$ cat config.mk
export PLATFORM = sky130hd
export DESIGN_NAME = hbp_packer
export DESIGN_NICKNAME = d
export VERILOG_FILES = /design/src/hdl/assert_macros.svh /design/src/hdl/hbp_pkg.sv /design/src/hdl/hbp_packer.sv
export SDC_FILE = /design/constraint.sdc
export NUM_CORES = 1
export LEC_CHECK = 0
export ABC_AREA = 1
export BUFFER_PORTS_ARGS = -buffer_cell sky130_fd_sc_hd__buf_4
export CAP_MARGIN = 15
export CORE_ASPECT_RATIO = 1.1
export CORE_MARGIN = 5
export CORE_UTILIZATION = 60
export DETAILED_ROUTE_END_ITERATION = 10
export GPL_TIMING_DRIVEN = 1
export PLACE_DENSITY_LB_ADDON = 0.15
export REMOVE_ABC_BUFFERS = 1
export SETUP_SLACK_MARGIN = 0.2
export SYNTH_ARGS = -nofsm -noshare
export SYNTH_HDL_FRONTEND = slang
export SYNTH_SLANG_ARGS = --single-unit
$ cat constraint.sdc
create_clock -name vclk -period 6.1
set_input_delay 0.61 -clock vclk [all_inputs]
set_output_delay 0.61 -clock vclk [all_outputs]
set_load 0.01 [all_outputs]
$ cat src/hdl/assert_macros.svh
// assertion macros used by the core rtl file
// no dependencies; assertions drop out when SYNTHESIS is defined
`ifndef ASSERT_MACROS_SVH
`define ASSERT_MACROS_SVH
`ifndef SYNTHESIS
// property checked at every rising edge outside reset
`define ASSERT_ALWAYS(label, clk, rst, prop, msg) \
   label: assert property (@(posedge clk) disable iff (rst) (prop)) else $error(msg);
// implication checked at every rising edge outside reset
`define ASSERT_IMPLY(label, clk, rst, pre, post, msg) \
   label: assert property (@(posedge clk) disable iff (rst) (pre) |-> (post)) else $error(msg);
// implication whose consequent is checked in the next cycle
`define ASSERT_NEXT(label, clk, rst, pre, post, msg) \
   label: assert property (@(posedge clk) disable iff (rst) (pre) |=> (post)) else $error(msg);
`else
`define ASSERT_ALWAYS(label, clk, rst, prop, msg)
`define ASSERT_IMPLY(label, clk, rst, pre, post, msg)
`define ASSERT_NEXT(label, clk, rst, pre, post, msg)
`endif
`endif

$ cat src/hdl/hbp_pkg.sv
// types, constants and commands of the huffman bit packer
// no dependencies; used by every module of the block
`timescale 1ns / 1ps
`default_nettype none
package hbp_pkg;

   localparam int SYMBOL_COUNT_DEF = 256;
   localparam int MAX_CODE_LEN     = 32;
   localparam int WORD_W           = 32;
   localparam int ACC_W            = 7;
   localparam int COMB_W           = ACC_W + WORD_W;
   localparam int MAX_BYTES        = 4;
   localparam logic [5:0] LEN_LIMIT =
      6'((MAX_CODE_LEN < WORD_W) ? MAX_CODE_LEN : WORD_W);

   typedef enum logic [1:0] {
      CMD_LOAD  = 2'd0,
      CMD_ENC   = 2'd1,
      CMD_FLUSH = 2'd2,
      CMD_NONE  = 2'd3
   } cmd_type;

   typedef struct packed {
      logic [5:0]        len;
      logic [WORD_W-1:0] word;
   } entry_type;

   // table access issued at request accept
   typedef struct packed {
      logic              wr_en;
      logic              rd_en;
      logic              rd_ok;
      logic [7:0]        idx;
      logic [5:0]        len;
      logic [WORD_W-1:0] word;
   } tbl_req_type;

   typedef struct packed {
      logic [2:0]                cnt;
      logic [MAX_BYTES-1:0][7:0] bytes;
      logic [3:0]                bits;
      logic                      upd;
      logic [ACC_W-1:0]          acc;
      logic [2:0]                fill;
   } pack_res_type;

endpackage
`default_nettype wire

$ cat src/hdl/hbp_packer.sv
// combinational packing of one codeword or flush into up to four bytes
// depends on hbp_pkg
`timescale 1ns / 1ps
`default_nettype none
module hbp_packer (
   input  wire hbp_pkg::cmd_type         cmd,
   input  wire hbp_pkg::entry_type       entry,
   input  wire logic                     hit,
   input  wire logic [hbp_pkg::ACC_W-1:0] acc,
   input  wire logic [2:0]               fill,
   output hbp_pkg::pack_res_type         res
);

   logic [5:0] len;
   logic [5:0] total;
   logic [hbp_pkg::COMB_W-1:0] comb;
   logic [hbp_pkg::COMB_W-1:0] lj;

   always_comb begin
      len   = hit ? entry.len : 6'd0;
      comb  = (hbp_pkg::COMB_W'(acc) << len) | hbp_pkg::COMB_W'(entry.word);
      total = {3'd0, fill} + len;
      // left justify so byte k sits at a fixed place
      lj    = comb << (6'(hbp_pkg::COMB_W) - total);

      res = '0;
      res.acc  = acc;
      res.fill = fill;
      case (cmd)
         hbp_pkg::CMD_ENC: begin
            if (len != 6'd0) begin
               res.upd  = 1'b1;
               res.cnt  = total[5:3];
               res.bits = 4'd8;
               for (int k = 0; k < hbp_pkg::MAX_BYTES; k++) begin
                  res.bytes[k] = lj[hbp_pkg::COMB_W-1-8*k -: 8];
               end
               res.fill = total[2:0];
               for (int i = 0; i < hbp_pkg::ACC_W; i++) begin
                  res.acc[i] = comb[i] & (3'(i) < total[2:0]);
               end
            end
         end
         hbp_pkg::CMD_FLUSH: begin
            if (fill != 3'd0) begin
               res.upd      = 1'b1;
               res.cnt      = 3'd1;
               res.bits     = {1'b0, fill};
               res.bytes[0] = 8'({1'b0, acc} << (4'd8 - {1'b0, fill}));
               res.acc      = '0;
               res.fill     = 3'd0;
            end
         end
         default: begin
         end
      endcase
   end

endmodule
`default_nettype wire

# Word level (Yosys, flattened, before mapping)
# Cells that the tools add are included.
# W data, S select, Z words.
# op_classes
n_div	0
n_mux	7
magnitude_cmp	7
addsub	3
n_eq_ne	2
n_reduce_logical	2
bitwise	8
n_shift	3
mul	0
# ops
cell	n
$mux W50	1
$pmux W23 S2	1
$or A39 B32 Y39	1
$shl A39 B6 Y39	1
$shl A7 B6 Y39	1
$mux W24	1
$mux W23	1
$lt A3 B3 Y1 const A	3
$shl A7 B4 Y8	1
$and A1 B1 Y1	7
$add A3 B6 Y6	1
$lt A1 B3 Y1 const A	2
$lt A2 B3 Y1 const A	2
$mux W6	1
$pmux W3 S2	1
$reduce_bool A6 Y1	1
$sub A6 B6 Y6 const A	1
$sub A4 B3 Y4 const A	1
$reduce_bool A3 Y1	1
$eq A2 B1 Y1 const B	1
$eq A2 B2 Y1 const B	1
$mux W1	1
# word_totals
register_bits	0
mem_bits_ro	0
ram_bits	0
output_inout_bits	50
memories	0
latchBits	0
in_bits	51

# Depth between registers and ports, before layout
# Gate-level depths: netlist of the first run.
# logic_depth
depth_word	6
depth_mapped	19
ltp_nobuf	18

# Least setup slack after synthesis of the first run
# No wires, ideal clock.
# synth_path
path_kind	input to output
from	in hit
to	out res[24] (netlist name)
slack_ps	1973
path_buffers	5
arrival_ps	3517
cell_stages	17
required_ps	5490
path_cell_list	buf_4 > nand2_1 > inv_2 > buf_2 > ha_1 > o211ai_2 > nand2_1 > nand2_1 > nand2_1 > clkbuf_1 > clkbuf_1 > ha_1 > clkinv_1 > clkbuf_1 > o21ai_0 > a31oi_1 > nor2_1
# synth_lines
item	line_no	source
start: declaration	hbp_packer.sv:8	input wire logic hit,
end: declaration	hbp_packer.sv:11	output hbp_pkg::pack_res_type res

==> metrics.cfg, run 1 <==
[outcome]
run_status = completed

[synth]
syn_inst = 861
synth_area_leaders = nand3_1 37%, nand2_1 21%, inv_1 8.0%
synth_cell_type_count = 45
synthMostInstantiatedCell = nand3_1
yosysWarnings = 0
yosysSeqAreaShare_pct = 0
synth_top_area_cell = nand3_1
synth_common_cells = 308 x nand3_1, 227 x nand2_1, 88 x inv_1, 43 x nor2_1, 30 x o21ai_0
syn_area_per_cell_um2 = 4.79
synth.cell_area_um2 = 4120
synth_top_area_share_pct = 37.4

[sta]
min_period_ns = 4.78
rsz0062_at_grt = no
slew_headroom_pct = 22.7
drv_slew = 0
tightest_slew_ns = 1.15
period_share_pct = 78.3
hold_violations = 0
setup_viol = 0
tns_ns = 0
fmax_mhz = 209

[floorplanning]
ioPinCount = 101
coreArea_um2 = 6630
initial_core_util_pct = 62.1
rows = 31
die_width_um = 89.0
die_h_um = 96.9
die_area_um2 = 8630

[global_routing]
grt_pass1_vias = 5655
grt_util_all_layers_pct = 37.7
gr-total-overflow = 0
grt_max_degree = 43
grt_antenna_before_repair = 0
grt_pass1_wl_um = 26900

[cells_and_area]
fillerInstances = 639
antenna_cells = 0
seq_cell_count = 0
nets = 977
nClkBuffers = 0
syn_to_final_growth_pct = 17.2
final_area_um2 = 4830
multi_input_area_um2 = 3530
regArea_um2 = 0
layout-drive-gt1-share_pct = 14.8

[drt]
remaining_drc_errors = 0
ant_nets = 0
wl_per_cell_um = 17.1
drt_iter0_markers = 973
vias = 6468
first_pass_iters = 6
wl_um = 17100
avgViaCountPerCell = 6.47

[setup_path]
crit_required_ns = 5.49
end_kind = output pin
critPathLaunchType = input pin
cp_max_fo = 22
worstSetupPathType = in2out
cp.arrival_ns = 4.17

[place]
dpl.hpwl_um = 13300
place.gp.congestion = 1.04
io_buffers = 101
placed_cell_area_um2 = 4800

[cts]
hold_buffers = 0
cts_resized = 0
cts_setup_buffers = 0

[hold_path]
hp-class = in2out

[power]
irDropWorstVdd_mv = 0.0718
powerDensity_nw_per_um2 = 131
leakagePower_uw = 0.00264

[job]
max-cap-violations = 0

## cell usage in the layout, fill, tap and decap left out, types with 2 or more instances in the layout
master / n
nand2_1: 227
buf_4: 108
a211oi_2: 2
inv_1: 88
o21ai_1: 3
o21a_1: 3
o211ai_1: 3
nand2_4: 2
a21oi_1: 25
inv_2: 5
o21ai_0: 30
ha_1: 7
nor2_1: 43
o22ai_1: 5
and2_1: 2
nor2_2: 4
clkinv_1: 2
nor2_4: 2
nand3_1: 308
nand4_1: 18
a22oi_1: 4
xor2_4: 2
o31ai_2: 5
## cell type report
class,instances,share of cell area [%]
well taps,82,2.12
multi-input cells,713,73.1
inverters,95,7.38
repair buffers,109,17.3
## routing by layer
layer / wire length (um) / vias to the layer above / share of wire [%] / GRT usage [%]
met3: 2170 / 84 / 13 / 4.84
met4: 930 / 0 / 5.5 / 17.3
li1: - / 3041 / - / -
met2: 7480 / 567 / 44 / 60.2
met5: 0 / - / 0 / 0
met1: 6470 / 2776 / 38 / 49.3
## path summary, 6_finish.rpt
kind,start,to,slack (ns),depth (start not counted)
max,hit,res[19],1.32,19
min,fill[2],res[13],1.53,4
## worst max-delay path, cell delays in order
cell      delay [ns]
buf_4           0.16
nand2_1         0.36
nand2_1         0.17
inv_1           0.08
nor2_1          0.04
ha_1            0.19
or2_2           0.30
nand2_1         0.09
a21oi_1         0.09
nor2_1          0.12
a21oi_1         0.10
ha_1            0.32
buf_4           0.25
clkinv_1        0.52
nand3_1         0.27
nand3_1         0.14
nand2_1         0.10
a21oi_1         0.07
buf_4           0.16
## cells by family after synthesis
logic type               after synthesis  synth area share (%)
AND/OR/NAND/NOR                      611                  67.8
buffers and inverters                148                  14.2
AO/OA/AOI/OAI                         92                  14.2
adder cells (fa/ha/maj)                7                  2.12
XOR/XNOR                               2                  1.34
multiplexers                           1                 0.243
## per-stage QoR
stage	util [%]	worst slack, ns	cells	hold slack (ns)	power [uW]
after global placement	72.4	1.56	998	1.52	596
after global routing	72.9	1.02	999	1.56	689
after floorplan	-	1.51	808	1.32	404
after CTS	72.4	1.42	998	1.53	606
final	72.9	1.32	999	1.53	634
after detailed placement	72.4	1.44	998	1.53	603
## report_power, final
| part | internal [uW] | switching [uW] | leakage, uW |
|---|---|---|---|
| combinational | 206 | 427 | 0.00264 |
| clock | 0 | 0 | 0 |
| sequential | 0 | 0 | 0 |
Note: power is estimated with default switching activity, not from simulation.
==> run 2: changes to the inputs <==
CORE_UTILIZATION = 52   (was 60)
clock period = 4.1 ns   (was 6.1 ns; I/O delays follow)
==> run 2 against run 1 <==
Clock-buffer cell count unchanged; highest routed layer unchanged; flip-flop and latch count unchanged; core utilization decreased by 9.7 points; largest cell class unchanged; sequential share of layout area unchanged; worst hold slack got worse by 0.41 ns; largest power group unchanged.
==> metrics.cfg, run 2 (synthesis gave the netlist of run 1 again) <==
[outcome]
run_status = completed

[setup_path]
end_kind = output pin
cp_max_fo = 7
crit_slowest_cell = or2_2
cp.arrival_ns = 3.25
path_cells = buf_4 -> inv_1 -> nand2_1 -> inv_1 -> nor2_1 -> ha_1 -> or2_2 -> nand2_1 -> a21oi_1 -> a21oi_1 -> ha_1 -> nor2_1 -> inv_1 -> o31ai_1 -> nand2_1 -> a21oi_1 -> buf_4
cpLargestDelayFamily = simple AND/OR/NAND/NOR gates
path_buf_inv = 5
critPathLaunchType = input pin
cp.depth = 17
crit_required_ns = 3.69
worstSetupPathType = in2out
critPathMaxStageDelay_ns = 0.29

[cells_and_area]
layout-drive-gt1-share_pct = 16.1
final_cells = 1038
fillerInstances = 829
nClkBuffers = 0
syn_to_final_growth_pct = 20.0
seq_cell_count = 0
regArea_um2 = 0
nets = 990
antenna_cells = 0
final_common_cell = nand3_1
final_cell_mix = 308 x nand3_1, 227 x nand2_1, 122 x buf_4
multi_input_area_um2 = 3540
final_area_um2 = 4950

[sta]
setup_viol = 0
hold_violations = 0
drv_slew = 0
period_share_pct = 89.2
rsz0062_at_grt = no
slew_headroom_pct = 66.2
min_period_ns = 3.66
tightest_slew_ns = 0.504
fmax_mhz = 273
whs_ns = 1.12
tns_ns = 0

[drt]
vias = 6404
ant_nets = 0
wl_um = 18100
first_pass_iters = 7
remaining_drc_errors = 0
avgViaCountPerCell = 6.17
drt_iter0_markers = 956
wl_per_cell_um = 17.4

[global_routing]
grt_pass1_vias = 5834
grt_max_degree = 42
gr-total-overflow = 0
grt_pass1_wl_um = 28500
grt_util_all_layers_pct = 36.2
grt_antenna_before_repair = 0

[floorplanning]
die_h_um = 103
rows = 34
ioPinCount = 101
initial_core_util_pct = 52.7
die_area_um2 = 9810
coreArea_um2 = 7830
die_width_um = 94.9

[place]
dp.cells = 1037
dpl.hpwl_um = 14400
place.gp.congestion = 1.05
placed_cell_area_um2 = 4930
io_buffers = 101

[power]
irDropWorstVdd_mv = 0.0973
powerDensity_nw_per_um2 = 194
total_power_uw = 960
leakagePower_uw = 0.00270

[job]
max-cap-violations = 0

[hold_path]
min_path_cells = 4
hp-class = in2out

## run 2: final timing paths
kind / from / endpoint
setup / recovery: fill[1] / res[20]
hold / removal: fill[2] / res[13]
## run 2: report_power, final
part           switching [uW]  internal, uW
combinational             641           319
clock                       0             0
sequential                  0             0
total                     641           319
## run 2: per-stage QoR
stage / util (%) / setup slack [ns]
final: 63.2 / 0.442
after global routing: 63.2 / 0.258
after CTS: 63.0 / 0.426
after detailed placement: 63.0 / 0.443
after global placement: 63.0 / 0.498
after floorplan: - / -0.0855
## run 2: area by class of cell
| class | instances | area share, % |
|---|---|---|
| Timing Repair Buffer | 122 | 18.5 |
| Multi-Input combinational cell | 713 | 71.5 |
| Tap cell | 108 | 2.73 |
| Inverter | 95 | 7.26 |
## run 2: worst min-delay path: stages
cell and delay (ns):
buf_4 0.10, nand2_1 0.05, inv_1 0.04, buf_4 0.11
## run 2: what timing repair did
action	CTS	global route
setup endpoints to repair	0	4
hold buffers	0	0
resized for setup	0	3
setup buffers	0	1
## run 2: layer usage
layer	global-route usage, %	part of all wire (%)	vias to the layer above	wire length (um)
met1	47.5	40	2771	7190
met4	15.9	5.0	0	910
met3	5.72	11	82	2020
li1	-	-	3065	-
met2	58.5	44	486	7950
met5	0	0	-	0
